===== config.mk =====
export PLATFORM = sky130hd
export DESIGN_NAME = propagation_cycle_tracker
export DESIGN_NICKNAME = d
export VERILOG_FILES = /design/src/pct_pkg.sv /design/src/pct_ram.sv /design/src/pct_cmp.sv /design/src/propagation_cycle_tracker.sv
export SDC_FILE = /design/constraint.sdc
export NUM_CORES = 1
export LEC_CHECK = 0
export BUFFER_PORTS_ARGS = -buffer_cell sky130_fd_sc_hd__buf_2
export CAP_MARGIN = 30
export CORE_MARGIN = 4
export CORE_UTILIZATION = 40
export CTS_BUF_LIST = sky130_fd_sc_hd__clkbuf_8 sky130_fd_sc_hd__clkbuf_16
export CTS_CLUSTER_DIAMETER = 80
export CTS_CLUSTER_SIZE = 40
export DETAILED_ROUTE_END_ITERATION = 8
export PLACE_DENSITY = 0.6
export SLEW_MARGIN = 20
export SYNTH_ARGS = -nofsm -noshare
export SYNTH_HDL_FRONTEND = slang
export SYNTH_HIERARCHICAL = 1
export SYNTH_SLANG_ARGS = --single-unit

===== constraint.sdc =====
create_clock -name clk -period 11.65 [get_ports clk]
set_input_delay 2.33 -clock clk [delete_from_list [all_inputs] [get_ports clk]]
set_output_delay 2.33 -clock clk [all_outputs]
set_load 0.01 [all_outputs]

===== src/pct_pkg.sv =====
// Shared types and constants for the propagation cycle tracker.
// Used by pct_cmp, the top level and the checker; no dependencies.
package pct_pkg;

  localparam int TIME_W = 48;
  localparam int ADDR_W = 16;
  localparam int SEQ_W  = 16;
  localparam int ROLE_W = 2;
  localparam int OUTC_W = 3;
  localparam int SLOT_W = 3;
  localparam int CNT_W  = 4;

  localparam logic [CNT_W-1:0] CNT_MAX = '1;

  localparam logic FUNC_TRACK = 1'b0;
  localparam logic FUNC_COUNT = 1'b1;

  localparam logic [OUTC_W-1:0] OUTC_NEW        = 3'd0;
  localparam logic [OUTC_W-1:0] OUTC_UPDATED    = 3'd1;
  localparam logic [OUTC_W-1:0] OUTC_FULL       = 3'd2;
  localparam logic [OUTC_W-1:0] OUTC_NOT_FUTURE = 3'd3;
  localparam logic [OUTC_W-1:0] OUTC_COUNT      = 3'd4;

  localparam logic [ROLE_W-1:0] ROLE_FREE = 2'd0;

  typedef struct packed {
    logic [ADDR_W-1:0] origin;
    logic [SEQ_W-1:0]  sequence_num;
    logic [ROLE_W-1:0] role;
    logic [TIME_W-1:0] end_ms;
  } entry_t;

  // Result of the shared time comparator: a < b and a > b.
  typedef struct packed {
    logic lt;
    logic gt;
  } cmp_res_t;

  typedef enum logic [2:0] {
    ST_IDLE,
    ST_SCAN,
    ST_CHECK,
    ST_MERGE,
    ST_RESP
  } state_t;

endpackage


===== src/pct_ram.sv =====
// Generic single-write, single-read RAM with a registered read port.
// Depends on nothing; holds the cycle table entries.
module pct_ram #(
  parameter int WIDTH = 8,
  parameter int DEPTH = 8
) (
  input  logic                                      clk,
  input  logic                                      we,
  input  logic [((DEPTH > 1) ? $clog2(DEPTH) : 1)-1:0] waddr,
  input  logic [WIDTH-1:0]                          wdata,
  input  logic                                      re,
  input  logic [((DEPTH > 1) ? $clog2(DEPTH) : 1)-1:0] raddr,
  output logic [WIDTH-1:0]                          rdata
);

  logic [WIDTH-1:0] mem [DEPTH];

  always_ff @(posedge clk) begin
    if (we) begin
      mem[waddr] <= wdata;
    end
    if (re) begin
      rdata <= mem[raddr];
    end
  end

endmodule


===== src/pct_cmp.sv =====
// Shared 48-bit time comparator used for expiry, liveness and end-time checks.
// Depends on pct_pkg.
module pct_cmp (
  input  logic [pct_pkg::TIME_W-1:0] a,
  input  logic [pct_pkg::TIME_W-1:0] b,
  output pct_pkg::cmp_res_t          res
);
  import pct_pkg::*;

  always_comb begin
    res.lt = (a < b);
    res.gt = (a > b);
  end

endmodule


===== src/propagation_cycle_tracker.sv =====
// Propagation cycle tracker: table of message cycles scanned one entry per cycle.
// Each word reads every table entry once from the table RAM and uses the comparator once
// per entry. A count word then goes to the response state; any other word goes through the
// check state, and a merge also through the merge state. A new word is accepted only after
// the previous result has been handed to the output register, which waits while an earlier
// result word is still held. Reset (rst_n low, synchronous) clears all live flags at once,
// so every entry is free; the table RAM itself needs no clearing pass.
module propagation_cycle_tracker #(
  parameter int TABLE_ENTRIES = 8
) (
  input  logic                        clk,
  input  logic                        rst_n,
  input  logic                        in_valid,
  output logic                        in_ready,
  input  logic                        in_func,
  input  logic [pct_pkg::TIME_W-1:0]  in_now_ms,
  input  logic [pct_pkg::TIME_W-1:0]  in_end_time,
  input  logic [pct_pkg::ADDR_W-1:0]  in_origin,
  input  logic [pct_pkg::SEQ_W-1:0]   in_sequence_req,
  input  logic [pct_pkg::ROLE_W-1:0]  in_role,
  output logic                        out_valid,
  input  logic                        out_ready,
  output logic [pct_pkg::OUTC_W-1:0]  out_outcome,
  output logic [pct_pkg::SLOT_W-1:0]  out_slot,
  output logic [pct_pkg::CNT_W-1:0]   out_active_count
);
  import pct_pkg::*;

  localparam int IDX_W = (TABLE_ENTRIES > 1) ? $clog2(TABLE_ENTRIES) : 1;
  localparam logic [IDX_W-1:0] LAST_IDX = IDX_W'(TABLE_ENTRIES - 1);

  // Control state.
  state_t                   state_r, state_nxt;
  logic [TABLE_ENTRIES-1:0] live_r, live_nxt;
  logic                     rd_done_r, rd_done_nxt;
  logic                     pend_r, pend_nxt;
  logic                     match_vld_r, match_vld_nxt;
  logic                     free_vld_r, free_vld_nxt;
  logic                     out_valid_r, out_valid_nxt;

  // Working registers of the current word.
  logic [IDX_W-1:0]  rd_idx_r, rd_idx_nxt;
  logic [IDX_W-1:0]  pend_idx_r, pend_idx_nxt;
  logic [IDX_W-1:0]  found_idx_r, found_idx_nxt;
  logic [IDX_W-1:0]  free_idx_r, free_idx_nxt;
  logic [ROLE_W-1:0] stored_role_r, stored_role_nxt;
  logic [TIME_W-1:0] stored_end_r, stored_end_nxt;
  logic [CNT_W-1:0]  cnt_r, cnt_nxt;
  logic              req_func_r;
  logic [TIME_W-1:0] req_now_r;
  logic [TIME_W-1:0] req_end_r;
  logic [ADDR_W-1:0] req_origin_r;
  logic [SEQ_W-1:0]  req_seq_r;
  logic [ROLE_W-1:0] req_role_r;
  logic [OUTC_W-1:0] res_outcome_r, res_outcome_nxt;
  logic [SLOT_W-1:0] res_slot_r, res_slot_nxt;
  logic [CNT_W-1:0]  res_cnt_r, res_cnt_nxt;
  logic [OUTC_W-1:0] out_outcome_r;
  logic [SLOT_W-1:0] out_slot_r;
  logic [CNT_W-1:0]  out_cnt_r;

  // Table RAM ports.
  logic             ram_we;
  logic [IDX_W-1:0] ram_waddr;
  entry_t           ram_wdata;
  logic             ram_re;
  entry_t           ram_rdata;

  // Shared comparator.
  logic [TIME_W-1:0] cmp_a;
  logic [TIME_W-1:0] cmp_b;
  cmp_res_t          cmp_res;

  logic              accept;
  logic              live_cur;
  logic              live_after;
  logic              key_hit;
  logic [IDX_W+2:0]  found_slot_ext;
  logic [IDX_W+2:0]  free_slot_ext;

  pct_ram #(
    .WIDTH($bits(entry_t)),
    .DEPTH(TABLE_ENTRIES)
  ) u_table (
    .clk   (clk),
    .we    (ram_we),
    .waddr (ram_waddr),
    .wdata (ram_wdata),
    .re    (ram_re),
    .raddr (rd_idx_r),
    .rdata (ram_rdata)
  );

  pct_cmp u_cmp (
    .a   (cmp_a),
    .b   (cmp_b),
    .res (cmp_res)
  );

  assign accept   = in_valid && in_ready;
  assign in_ready = (state_r == ST_IDLE);

  // The slot output carries the low three bits of the entry index.
  assign found_slot_ext = {3'b000, found_idx_r};
  assign free_slot_ext  = {3'b000, free_idx_r};

  // The entry being examined this cycle, as read from the table in the previous cycle.
  // An expired entry is no longer live and cannot match, but it is free.
  assign live_cur   = live_r[pend_idx_r];
  assign live_after = live_cur && !cmp_res.lt;
  assign key_hit    = (ram_rdata.origin == req_origin_r) &&
                      (ram_rdata.sequence_num == req_seq_r);

  // The comparator serves the scan (stored end against now), the future check
  // (requested end against now) and the merge (requested end against stored end).
  always_comb begin
    case (state_r)
      ST_CHECK: begin
        cmp_a = req_end_r;
        cmp_b = req_now_r;
      end
      ST_MERGE: begin
        cmp_a = req_end_r;
        cmp_b = stored_end_r;
      end
      default: begin
        cmp_a = ram_rdata.end_ms;
        cmp_b = req_now_r;
      end
    endcase
  end

  always_comb begin
    state_nxt       = state_r;
    live_nxt        = live_r;
    rd_done_nxt     = rd_done_r;
    pend_nxt        = 1'b0;
    match_vld_nxt   = match_vld_r;
    free_vld_nxt    = free_vld_r;
    out_valid_nxt   = out_valid_r && !out_ready;
    rd_idx_nxt      = rd_idx_r;
    pend_idx_nxt    = pend_idx_r;
    found_idx_nxt   = found_idx_r;
    free_idx_nxt    = free_idx_r;
    stored_role_nxt = stored_role_r;
    stored_end_nxt  = stored_end_r;
    cnt_nxt         = cnt_r;
    res_outcome_nxt = res_outcome_r;
    res_slot_nxt    = res_slot_r;
    res_cnt_nxt     = res_cnt_r;
    ram_we          = 1'b0;
    ram_waddr       = free_idx_r;
    ram_wdata       = '{origin: req_origin_r, sequence_num: req_seq_r,
                        role: req_role_r, end_ms: req_end_r};
    ram_re          = 1'b0;

    case (state_r)
      ST_IDLE: begin
        if (accept) begin
          state_nxt     = ST_SCAN;
          rd_idx_nxt    = '0;
          rd_done_nxt   = 1'b0;
          match_vld_nxt = 1'b0;
          free_vld_nxt  = 1'b0;
          cnt_nxt       = '0;
        end
      end

      ST_SCAN: begin
        // Read side: one entry address per cycle.
        if (!rd_done_r) begin
          ram_re       = 1'b1;
          pend_nxt     = 1'b1;
          pend_idx_nxt = rd_idx_r;
          if (rd_idx_r == LAST_IDX) begin
            rd_done_nxt = 1'b1;
          end else begin
            rd_idx_nxt = rd_idx_r + 1'b1;
          end
        end
        // Evaluate side: the entry read in the previous cycle.
        if (pend_r) begin
          if (req_func_r == FUNC_COUNT) begin
            if (live_cur && cmp_res.gt && (cnt_r != CNT_MAX)) begin
              cnt_nxt = cnt_r + 1'b1;
            end
          end else begin
            if (cmp_res.lt) begin
              live_nxt[pend_idx_r] = 1'b0;
            end
            // The highest-numbered match wins, so later hits overwrite.
            if (live_after && key_hit) begin
              match_vld_nxt   = 1'b1;
              found_idx_nxt   = pend_idx_r;
              stored_role_nxt = ram_rdata.role;
              stored_end_nxt  = ram_rdata.end_ms;
            end
            // The lowest free entry is kept.
            if (!live_after && !free_vld_r) begin
              free_vld_nxt = 1'b1;
              free_idx_nxt = pend_idx_r;
            end
          end
          if (pend_idx_r == LAST_IDX) begin
            if (req_func_r == FUNC_COUNT) begin
              state_nxt       = ST_RESP;
              res_outcome_nxt = OUTC_COUNT;
              res_slot_nxt    = '0;
              res_cnt_nxt     = cnt_nxt;
            end else begin
              state_nxt = ST_CHECK;
            end
          end
        end
      end

      ST_CHECK: begin
        res_slot_nxt = '0;
        res_cnt_nxt  = '0;
        if (!match_vld_r && !free_vld_r) begin
          res_outcome_nxt = OUTC_FULL;
          state_nxt       = ST_RESP;
        end else if (!cmp_res.gt) begin
          res_outcome_nxt = OUTC_NOT_FUTURE;
          state_nxt       = ST_RESP;
        end else if (!match_vld_r) begin
          // New entry: a role of zero leaves it free.
          ram_we               = 1'b1;
          ram_waddr            = free_idx_r;
          live_nxt[free_idx_r] = (req_role_r != ROLE_FREE);
          res_outcome_nxt      = OUTC_NEW;
          res_slot_nxt         = free_slot_ext[SLOT_W-1:0];
          state_nxt            = ST_RESP;
        end else begin
          state_nxt = ST_MERGE;
        end
      end

      ST_MERGE: begin
        // The stored role is nonzero, so the entry stays live.
        ram_we           = 1'b1;
        ram_waddr        = found_idx_r;
        ram_wdata.role   = (req_role_r > stored_role_r) ? req_role_r : stored_role_r;
        ram_wdata.end_ms = cmp_res.gt ? req_end_r : stored_end_r;
        res_outcome_nxt  = OUTC_UPDATED;
        res_slot_nxt     = found_slot_ext[SLOT_W-1:0];
        res_cnt_nxt      = '0;
        state_nxt        = ST_RESP;
      end

      ST_RESP: begin
        // Hand the result to the output register once it is free.
        if (!out_valid_r || out_ready) begin
          out_valid_nxt = 1'b1;
          state_nxt     = ST_IDLE;
        end
      end

      default: begin
        state_nxt = ST_IDLE;
      end
    endcase
  end

  always_ff @(posedge clk) begin
    if (!rst_n) begin
      state_r     <= ST_IDLE;
      live_r      <= '0;
      rd_done_r   <= 1'b0;
      pend_r      <= 1'b0;
      match_vld_r <= 1'b0;
      free_vld_r  <= 1'b0;
      out_valid_r <= 1'b0;
    end else begin
      state_r     <= state_nxt;
      live_r      <= live_nxt;
      rd_done_r   <= rd_done_nxt;
      pend_r      <= pend_nxt;
      match_vld_r <= match_vld_nxt;
      free_vld_r  <= free_vld_nxt;
      out_valid_r <= out_valid_nxt;
    end
  end

  always_ff @(posedge clk) begin
    rd_idx_r      <= rd_idx_nxt;
    pend_idx_r    <= pend_idx_nxt;
    found_idx_r   <= found_idx_nxt;
    free_idx_r    <= free_idx_nxt;
    stored_role_r <= stored_role_nxt;
    stored_end_r  <= stored_end_nxt;
    cnt_r         <= cnt_nxt;
    res_outcome_r <= res_outcome_nxt;
    res_slot_r    <= res_slot_nxt;
    res_cnt_r     <= res_cnt_nxt;
    if (accept) begin
      req_func_r   <= in_func;
      req_now_r    <= in_now_ms;
      req_end_r    <= in_end_time;
      req_origin_r <= in_origin;
      req_seq_r    <= in_sequence_req;
      req_role_r   <= in_role;
    end
    if ((state_r == ST_RESP) && (!out_valid_r || out_ready)) begin
      out_outcome_r <= res_outcome_r;
      out_slot_r    <= res_slot_r;
      out_cnt_r     <= res_cnt_r;
    end
  end

  assign out_valid        = out_valid_r;
  assign out_outcome      = out_outcome_r;
  assign out_slot         = out_slot_r;
  assign out_active_count = out_cnt_r;

endmodule


* Word-level counts from Yosys, hierarchy flattened *
Memories as Yosys holds them, arrays and structs flattened. A register that Yosys moved wholly into a read port is not among the register bits.
Index checks and enable logic that the tools add are counted.

storage, ports and cells
  register bits after elaboration = 233
  memory bits (writable) = 656
  input port bits = 135
  output and inout port bits = 12
  logic and storage cells = 181
  memories = 1

operators by class
  add/sub/neg operators = 2
  $lt $le $gt $ge = 7
  equality and inequality tests = 24
  multiplexer cells = 78
  bitwise gates (word level) = 4
  reductions and logical operators = 39

memories
  memory       depth  width  read ports  clocked after memory_dff  wr ports  line           source
  u_table.mem  8      82     1           1                         1         pct_ram.sv:16  logic [WIDTH-1:0] mem [DEPTH];

operator list
  operator                                                    count
  2-to-1 mux 48 bit                                           3
  2-to-1 mux 3 bit                                            24
  2-to-1 mux 50 bit                                           1
  greater-than comparator 48 bit                              1
  less-than comparator 48 bit                                 1
  2-to-1 mux 8 bit                                            6
  equality test 16 bit                                        2
  2-to-1 mux 4 bit                                            7
  != test 2 bit, second input constant                        13
  AND reduction 4 bit                                         6
  2-to-1 mux 1 bit                                            21
  case mux 3 bit (3 select lines)                             2
  case mux 4 bit (2 select lines)                             2
  case mux 8 bit (2 select lines)                             1
  case mux 3 bit (5 select lines)                             1
  AND reduction 5 bit                                         3
  logical AND 1 bit                                           12
  equality test 3 bit, second input constant                  3
  AND 8 bit                                                   1
  bitwise mux 8 bit                                           1
  less-than comparator 3 x 4 -> 1 bit, second input constant  2
  != test 4 bit, second input constant                        2
  inverter 8 bit                                              1
  case mux 1 bit (2 select lines)                             4
  other kinds (21)                                            34

* Logic depth before layout (Yosys ltp) *
Gate-level depths: netlist (run 1).

  depth in word-level cells = 12
  mapped depth = 21
  depth with buffers taken out = 17

* Modules after synthesis *
The synthesis (run 1) kept the hierarchy.

by module, submodules not included
  module                     instances  cells an instance  area each (sq um)  seq. area each (sq um)
  pct_ram                    1          1042               27869.2            22161.3
  propagation_cycle_tracker  1          816                10068.4            6836.6
  pct_cmp                    1          171                1233.7             0.0

* Least setup slack after synthesis (run 1) *
OpenSTA, ideal clock, no wires.

  path kind = register -> register
  start point = register state_r[1]
  end point = memory u_table/mem[0][0] (netlist bit), enable pin
  library setup time = 623 ps
  data arrival time = 9190 ps
  required time = 11027 ps
  path slack = 1836 ps
  stages on the path, launching flop included = 21
  buffers on the path = 3
  period minus slack after synthesis = 9814 ps
  cell sequence = dfxtp_1 -> nor2b_4 -> buf_4 -> and2_1 -> buf_4 -> buf_2 -> nand2_1 -> nand2_1 -> inv_1 -> ha_1 -> nand4_2 -> nor4_2 -> nand4_1 -> nor4_2 -> a211oi_2 -> a21oi_1 -> and3b_1 -> nor2_1 -> nor2_1 -> nand2b_1 -> nor3_1

RTL lines
  element                   line                              source
  start: declaration        propagation_cycle_tracker.sv:33   state_t state_r, state_nxt;
  start signal: assignment  propagation_cycle_tracker.sv:275  state_r <= state_nxt;
  end: declaration          pct_ram.sv:16

==> impl_metrics.csv, run 1 <==
group,metric,value,unit
clock_tree,ctsRootBufferMaster,"clkbuf_16",
clock_tree,cts-buffers-inserted,44,
die,start_util,0.404,
die,ioPinCount,147,
sta,tns,0,ps
clock_tree,htreeDepth,2,
place,placed_cell_area,40300,µm²
sta,rsz0062_at_grt,"no",
sta,slew_violations,0,
die,core_area,95000,µm²
sta,fin_ws,4010,ps
setup_path,worstPathArrival,7920,ps
detailed_routing,drtAntennaViolNets,0,
synthesis,syn_inst,1990,
layout,layout_commonest_cell,"edfxtp_1",
synthesis,postSynthAreaPerCell,19.3,µm²
synthesis,syn_nets,2176,
sta,slew_headroom,0.356,
global_routing,overflow,0,
setup_path,path_cells,"nor2b_4 -> buf_4 -> inv_2 -> buf_4 -> nand2_1 -> nand2_1 -> ha_1 -> nand4_2 -> nor4_2 -> nand4_1 -> nor4_2 -> a211oi_2 -> a21oi_1 -> and3b_1 -> nor2_1 -> nor2_1 -> nand2_1 -> nor3_2 -> buf_4 -> buf_4",
clock_tree,cts_sinks,951,
layout,drive_gt1_frac,0.195,
sta,finalCritPeriodShare,0.656,
sta,finClkSkew,65.7,ps
detailed_routing,dr.pass1.iters,5,
global_routing,antenna_found_initial,0,
clock_tree,postCtsResizedCells,0,
global_routing,grt_pass1_wl,121000,µm
setup_path,critPathLaunchType,"flip-flop",
detailed_routing,via_per_inst,5.31,
pwr,power_density,157,nW/µm²
place,gp_congestion,0.779,
setup_path,slowest_stage,"buf_4",
clock_tree,cts.clk_slew.worst_paths,120,ps
pwr,leakage,14.2,nW
die,rows,113,
layout,fin_nets,2323,
sta,min_period,7640,ps
die,fp.dieW,318,µm
setup_path,slowest_delay,760,ps
outcome,run_status,"complete, no violations",
synthesis,ys_warn_count,6,
layout,mostFrequentLayoutCells,"edfxtp_1 (935), nand2_1 (318), buf_2 (146)",
die,dieArea,101000,µm²
clock_tree,insertion_delay,650,ps
place,dp_hpwl,48300,µm
detailed_routing,drtIter0Drc,1526,
clock_tree,cts_tree,"yes",
setup_path,critPathMaxFanout,47,
setup_path,cp-end-kind,"flip-flop",
worst_hold_path,hold_path.class,"flip-flop to flip-flop",
place,numPortBuffers,146,
clock_tree,post_cts.repair.setup_buffers,0,
layout,areaGrowthSynthToFinish,10.0,%
sta,worstMarginPinSlew,966,ps
pwr,ir_drop,122,µV
detailed_routing,drc,0,
clock_tree,cts_hold_repair.buffers,0,
layout,final_cell_area,42200,µm²
global_routing,grt_util_all_layers,0.158,
detailed_routing,wire_per_inst,23.8,µm
sta,whs,432,ps
setup_path,path_class,"flip-flop to flip-flop",
sta,setup_viol,0,
place,dp_slack,4110,ps
setup_path,required,11930,ps
die,die_y,318,µm
setup_path,crit_top_cell,"buf_4",
sta,hold_viol,0,
synthesis,netlist_area,38400,µm²
detailed_routing,drt_wl_total,81600,µm
sta,fmax,0.131,GHz
global_routing,grt_pass1_vias,18700,
flow_run,drv_cap,0,
global_routing,grt_max_degree,79,
detailed_routing,vias,18200,
clock_tree,cts_buffer_depth,3,
==> metrics by stage <==
step / total power, mW / std cells / utilization
3_5_place_dp: 4.58 / 3353 / 0.425
6_report: 6.61 / 3434 / 0.444
3_3_place_gp: 4.56 / 3351 / 0.424
5_1_grt: 6.86 / 3433 / 0.444
4_1_cts: 6.68 / 3430 / 0.444
2_1_floorplan: 4.42 / 1990 / -
==> worst paths after layout <==
kind / slack [ps] / from / cells after the start / end
worst max register to register: 4010 / state_r[1]$_SDFFE_PN0P_ / 20 / u_table/mem[4][51]$_DFFE_PP_
worst min-delay path: 430 / res_cnt_r[1]$_SDFFCE_PN0P_ / 0 / out_active_count[1]$_DFFE_PP_
worst max-delay path: 4010 / state_r[1]$_SDFFE_PN0P_ / 20 / u_table/mem[4][51]$_DFFE_PP_
worst min register to register: 430 / res_cnt_r[1]$_SDFFCE_PN0P_ / 0 / out_active_count[1]$_DFFE_PP_
==> critical path: cells and delay by family (launching register included) <==
family / cells / cell delay [ps]
AND/OR/NAND/NOR: 12 / 3020
flip-flops: 1 / 490
buffers and inverters: 5 / 2590
AO/OA/AOI/OAI: 2 / 720
adder cells (fa/ha/maj): 1 / 330
==> power breakdown <==
| part | internal [mW] | switching, mW |
|---|---|---|
| clock | 0.883 | 1.23 |
| sequential | 3.87 | 0.0648 |
| combinational | 0.266 | 0.295 |
| total | 5.02 | 1.59 |
==> area by class of cell <==
type                            instances  area (µm²)
Antenna cell                            1        2.50
Clock buffer                           45        1130
Clock inverter                         32         671
Fill cell                            8183       52800
Inverter                               52         200
Multi-Input combinational cell        905        9130
Sequential cell                       951       28400
Tap cell                             1265        1580
Timing Repair Buffer                  183        1090
==> routing by layer <==
layer  part of all wire  wire, µm  global-route usage
met4              0.018      1440              0.0337
met2               0.48     39200               0.259
met3              0.050      4050              0.0255
met5                  0         0                   0
met1               0.45     36900               0.225
==> registers in the layout (all words and copies together), names as in the netlist, 4 cells and up <==
signal / cells
req_seq_r: 16
u_table/mem: 640
req_end_r: 48
stored_end_r: 48
req_origin_r: 16
cnt_r: 4
res_cnt_r: 4
req_now_r: 48
u_table/rdata: 80
live_r: 8
out_active_count: 4
Note: power is estimated with default switching activity, not from simulation.
==> run 2, diff against run 1 <==
--- a/config.mk
+++ b/config.mk
@@ -5,6 +5,7 @@
 export SDC_FILE = /design/constraint.sdc
 export NUM_CORES = 1
 export LEC_CHECK = 0
+export ABC_AREA = 1
 export BUFFER_PORTS_ARGS = -buffer_cell sky130_fd_sc_hd__buf_2
 export CAP_MARGIN = 30
 export CORE_MARGIN = 4
@@ -13,7 +14,7 @@
 export CTS_CLUSTER_DIAMETER = 80
 export CTS_CLUSTER_SIZE = 40
 export DETAILED_ROUTE_END_ITERATION = 8
-export PLACE_DENSITY = 0.6
+export PLACE_DENSITY = 0.62
 export SLEW_MARGIN = 20
 export SYNTH_ARGS = -nofsm -noshare
 export SYNTH_HDL_FRONTEND = slang
==> constraint.sdc (replaced) <==
create_clock -name clk -period 6.49 [get_ports clk]
set_input_delay 1.298 -clock clk [delete_from_list [all_inputs] [get_ports clk]]
set_output_delay 1.298 -clock clk [all_outputs]
set_load 0.01 [all_outputs]
==> run 2 against run 1 <==
Hold slack improved by 4.7 ps. Critical path depth increased by 3. Cell count increased by 64%. Register-to-register slack got worse by 2800 ps. Core utilization about the same. Combinational power increased to 3.1 times the previous value. Clock power increased by 86%. First-iteration DRC count increased by 40%. Die area increased by 9.2%. Sequential cell count unchanged. Global-route usage increased by 1.5 points. Sequential share of layout area decreased by 5.7 points. Critical endpoint is now u_table/mem[7][58]$_DFFE_PP_. Largest power group unchanged. Highest routed layer unchanged.
==> impl_metrics.csv, run 2 <==
group,metric,value,unit
detailed_routing,wire_per_inst,17.4,µm
sta,worstMarginPinSlew,973,ps
sta,hold_viol,0,
synthesis,postSynthAreaPerCell,10.2,µm²
die,fp.dieW,332,µm
layout,layout_commonest_cell,"nand2_1",
clock_tree,cts_tree,"yes",
synthesis,ys_warn_count,6,
layout,mostFrequentLayoutCells,"nand2_1 (1460), edfxtp_1 (935), inv_1 (845)",
place,gp_congestion,0.801,
detailed_routing,drtAntennaViolNets,0,
layout,fin_util,0.444,
sta,slew_violations,0,
place,numPortBuffers,146,
setup_path,cp-end-kind,"flip-flop",
pwr,leakage,20.6,nW
layout,diodes,0,
pwr,power_density,279,nW/µm²
synthesis,netlist_area,42000,µm²
detailed_routing,drtIter0Drc,2144,
layout,fin_cells,5628,
global_routing,grt.met3_usage,0.0223,
global_routing,grt_use_met2,0.285,
clock_tree,ctsRootBufferMaster,"clkbuf_16",
die,core_area,104000,µm²
setup_path,critPathLaunchType,"flip-flop",
layout,regMostFlops,"u_table/mem",
setup_path,slowest_delay,650,ps
sta,fmax,0.188,GHz
global_routing,globalRouteMet1Util,0.245,
layout,register_area,28400,µm²
detailed_routing,dr.pass1.iters,5,
sta,finalCritPeriodShare,0.819,
pwr,finalPower,12.9,mW
place,place_inst,5537,
worst_hold_path,hold_path.class,"flip-flop to flip-flop",
sta,finClkSkew,75.7,ps
setup_path,rrSetupSlack,1180,ps
global_routing,grt_pass1_vias,25200,
global_routing,grt_max_degree,163,
clock_tree,cts.clk_slew.worst_paths,120,ps
global_routing,grt_pass1_wl,149000,µm
sta,setup_viol,0,
global_routing,antenna_found_initial,2,
detailed_routing,vias,26600,
sta,rsz0062_at_grt,"no",
pwr,ir_drop,271,µV
clock_tree,cts_sinks,951,
layout,fillers,9627,
layout,drive_gt1_frac,0.0779,
layout,fin_nets,4397,
place,dp_hpwl,56900,µm
clock_tree,cts-buffers-inserted,46,
sta,min_period,5310,ps
detailed_routing,via_per_inst,4.74,
clock_tree,insertion_delay,680,ps
clock_tree,postCtsResizedCells,0,
setup_path,path_cells,"inv_2 -> nor2_4 -> clkinv_2 -> buf_4 -> buf_12 -> o21ai_0 -> inv_1 -> ha_1 -> nand2_1 -> nor2_4 -> nand2_2 -> nor2_2 -> nand2_1 -> a21oi_2 -> nor2_1 -> nor2_1 -> inv_1 -> nor2_1 -> nand3_1 -> nand2_1 -> nand2_1 -> nor2_4 -> buf_12",
detailed_routing,drc,0,
setup_path,worstPathArrival,5660,ps
die,rows,118,
global_routing,grt_busiest_layer,"met2",
flow_run,drv_cap,0,
layout,multi_input_area,9470,µm²
layout,largest_reg_flops,640,
layout,largestRegisters,"u_table/mem (640), u_table/rdata (80)",
detailed_routing,drt_wl_total,97900,µm
setup_path,required,6840,ps
clock_tree,post_cts.repair.setup_buffers,0,
die,dieArea,110000,µm²
layout,areaGrowthSynthToFinish,9.80,%
die,ioPinCount,147,
global_routing,overflow,0,
die,start_util,0.405,
synthesis,syn_nets,4305,
clock_tree,cts_buffer_depth,3,
clock_tree,cts_hold_repair.buffers,0,
setup_path,critPathMaxFanout,58,
global_routing,grt_util_all_layers,0.173,
setup_path,path_class,"flip-flop to flip-flop",
setup_path,slowest_stage,"nor2_4",
sta,slew_headroom,0.351,
setup_path,crit_top_cell,"nand2_1",
die,die_y,332,µm
outcome,run_status,"complete, no violations",
synthesis,syn_inst,4119,
clock_tree,htreeDepth,2,
[run 2: final cells by class]
class                   count  share of cell area
inverters                 855              0.0701
multi-input cells        2152               0.205
clock buffers              49              0.0266
well taps                1380              0.0375
clock inverters            36              0.0146
repair buffers            205              0.0299
flip-flops and latches    951               0.616
[run 2: power by group]
group	leakage [nW]	internal [mW]	switching, mW
Combinational	11.0	0.515	1.22
Clock	0.891	1.63	2.30
Sequential	8.65	7.03	0.152
Total	20.6	9.17	3.68
[run 2: worst max-delay path, delay by kind of cell (launching register included)]
kind / cells / cell delay (ps)
DFF: 1 / 400
adders and majority gates: 1 / 300
AOI/OAI and AO/OA: 2 / 340
and+or+nand+nor: 13 / 2720
buffers and inverters: 7 / 1190
[run 2: worst paths after layout]
check / cells past startpoint / start / to
worst max-delay path: 23 / state_r[0]$_SDFFE_PN0P_ / u_table/mem[7][58]$_DFFE_PP_
worst max register to register: 23 / state_r[0]$_SDFFE_PN0P_ / u_table/mem[7][58]$_DFFE_PP_
worst min register to register: 0 / res_slot_r[1]$_SDFFCE_PP0P_ / out_slot[1]$_DFFE_PP_
worst min-delay path: 0 / res_slot_r[1]$_SDFFCE_PP0P_ / out_slot[1]$_DFFE_PP_
[run 2: per-layer routing]
layer	wire length (µm)	share of wire
met1	44400	0.45
met2	45600	0.47
met3	5880	0.060
met4	2050	0.021
met5	0	0
[run 2: stage by stage]
stage	TNS (ps)	cell area, µm²	worst slack (ps)	hold WS, ps
floorplan	-30660	42000	-61.7	400
global placement	0	44000	1180	401
detailed placement	0	44100	1090	408
CTS	0	46000	1020	434
global route	0	46100	770	452
finish	0	46100	1180	436
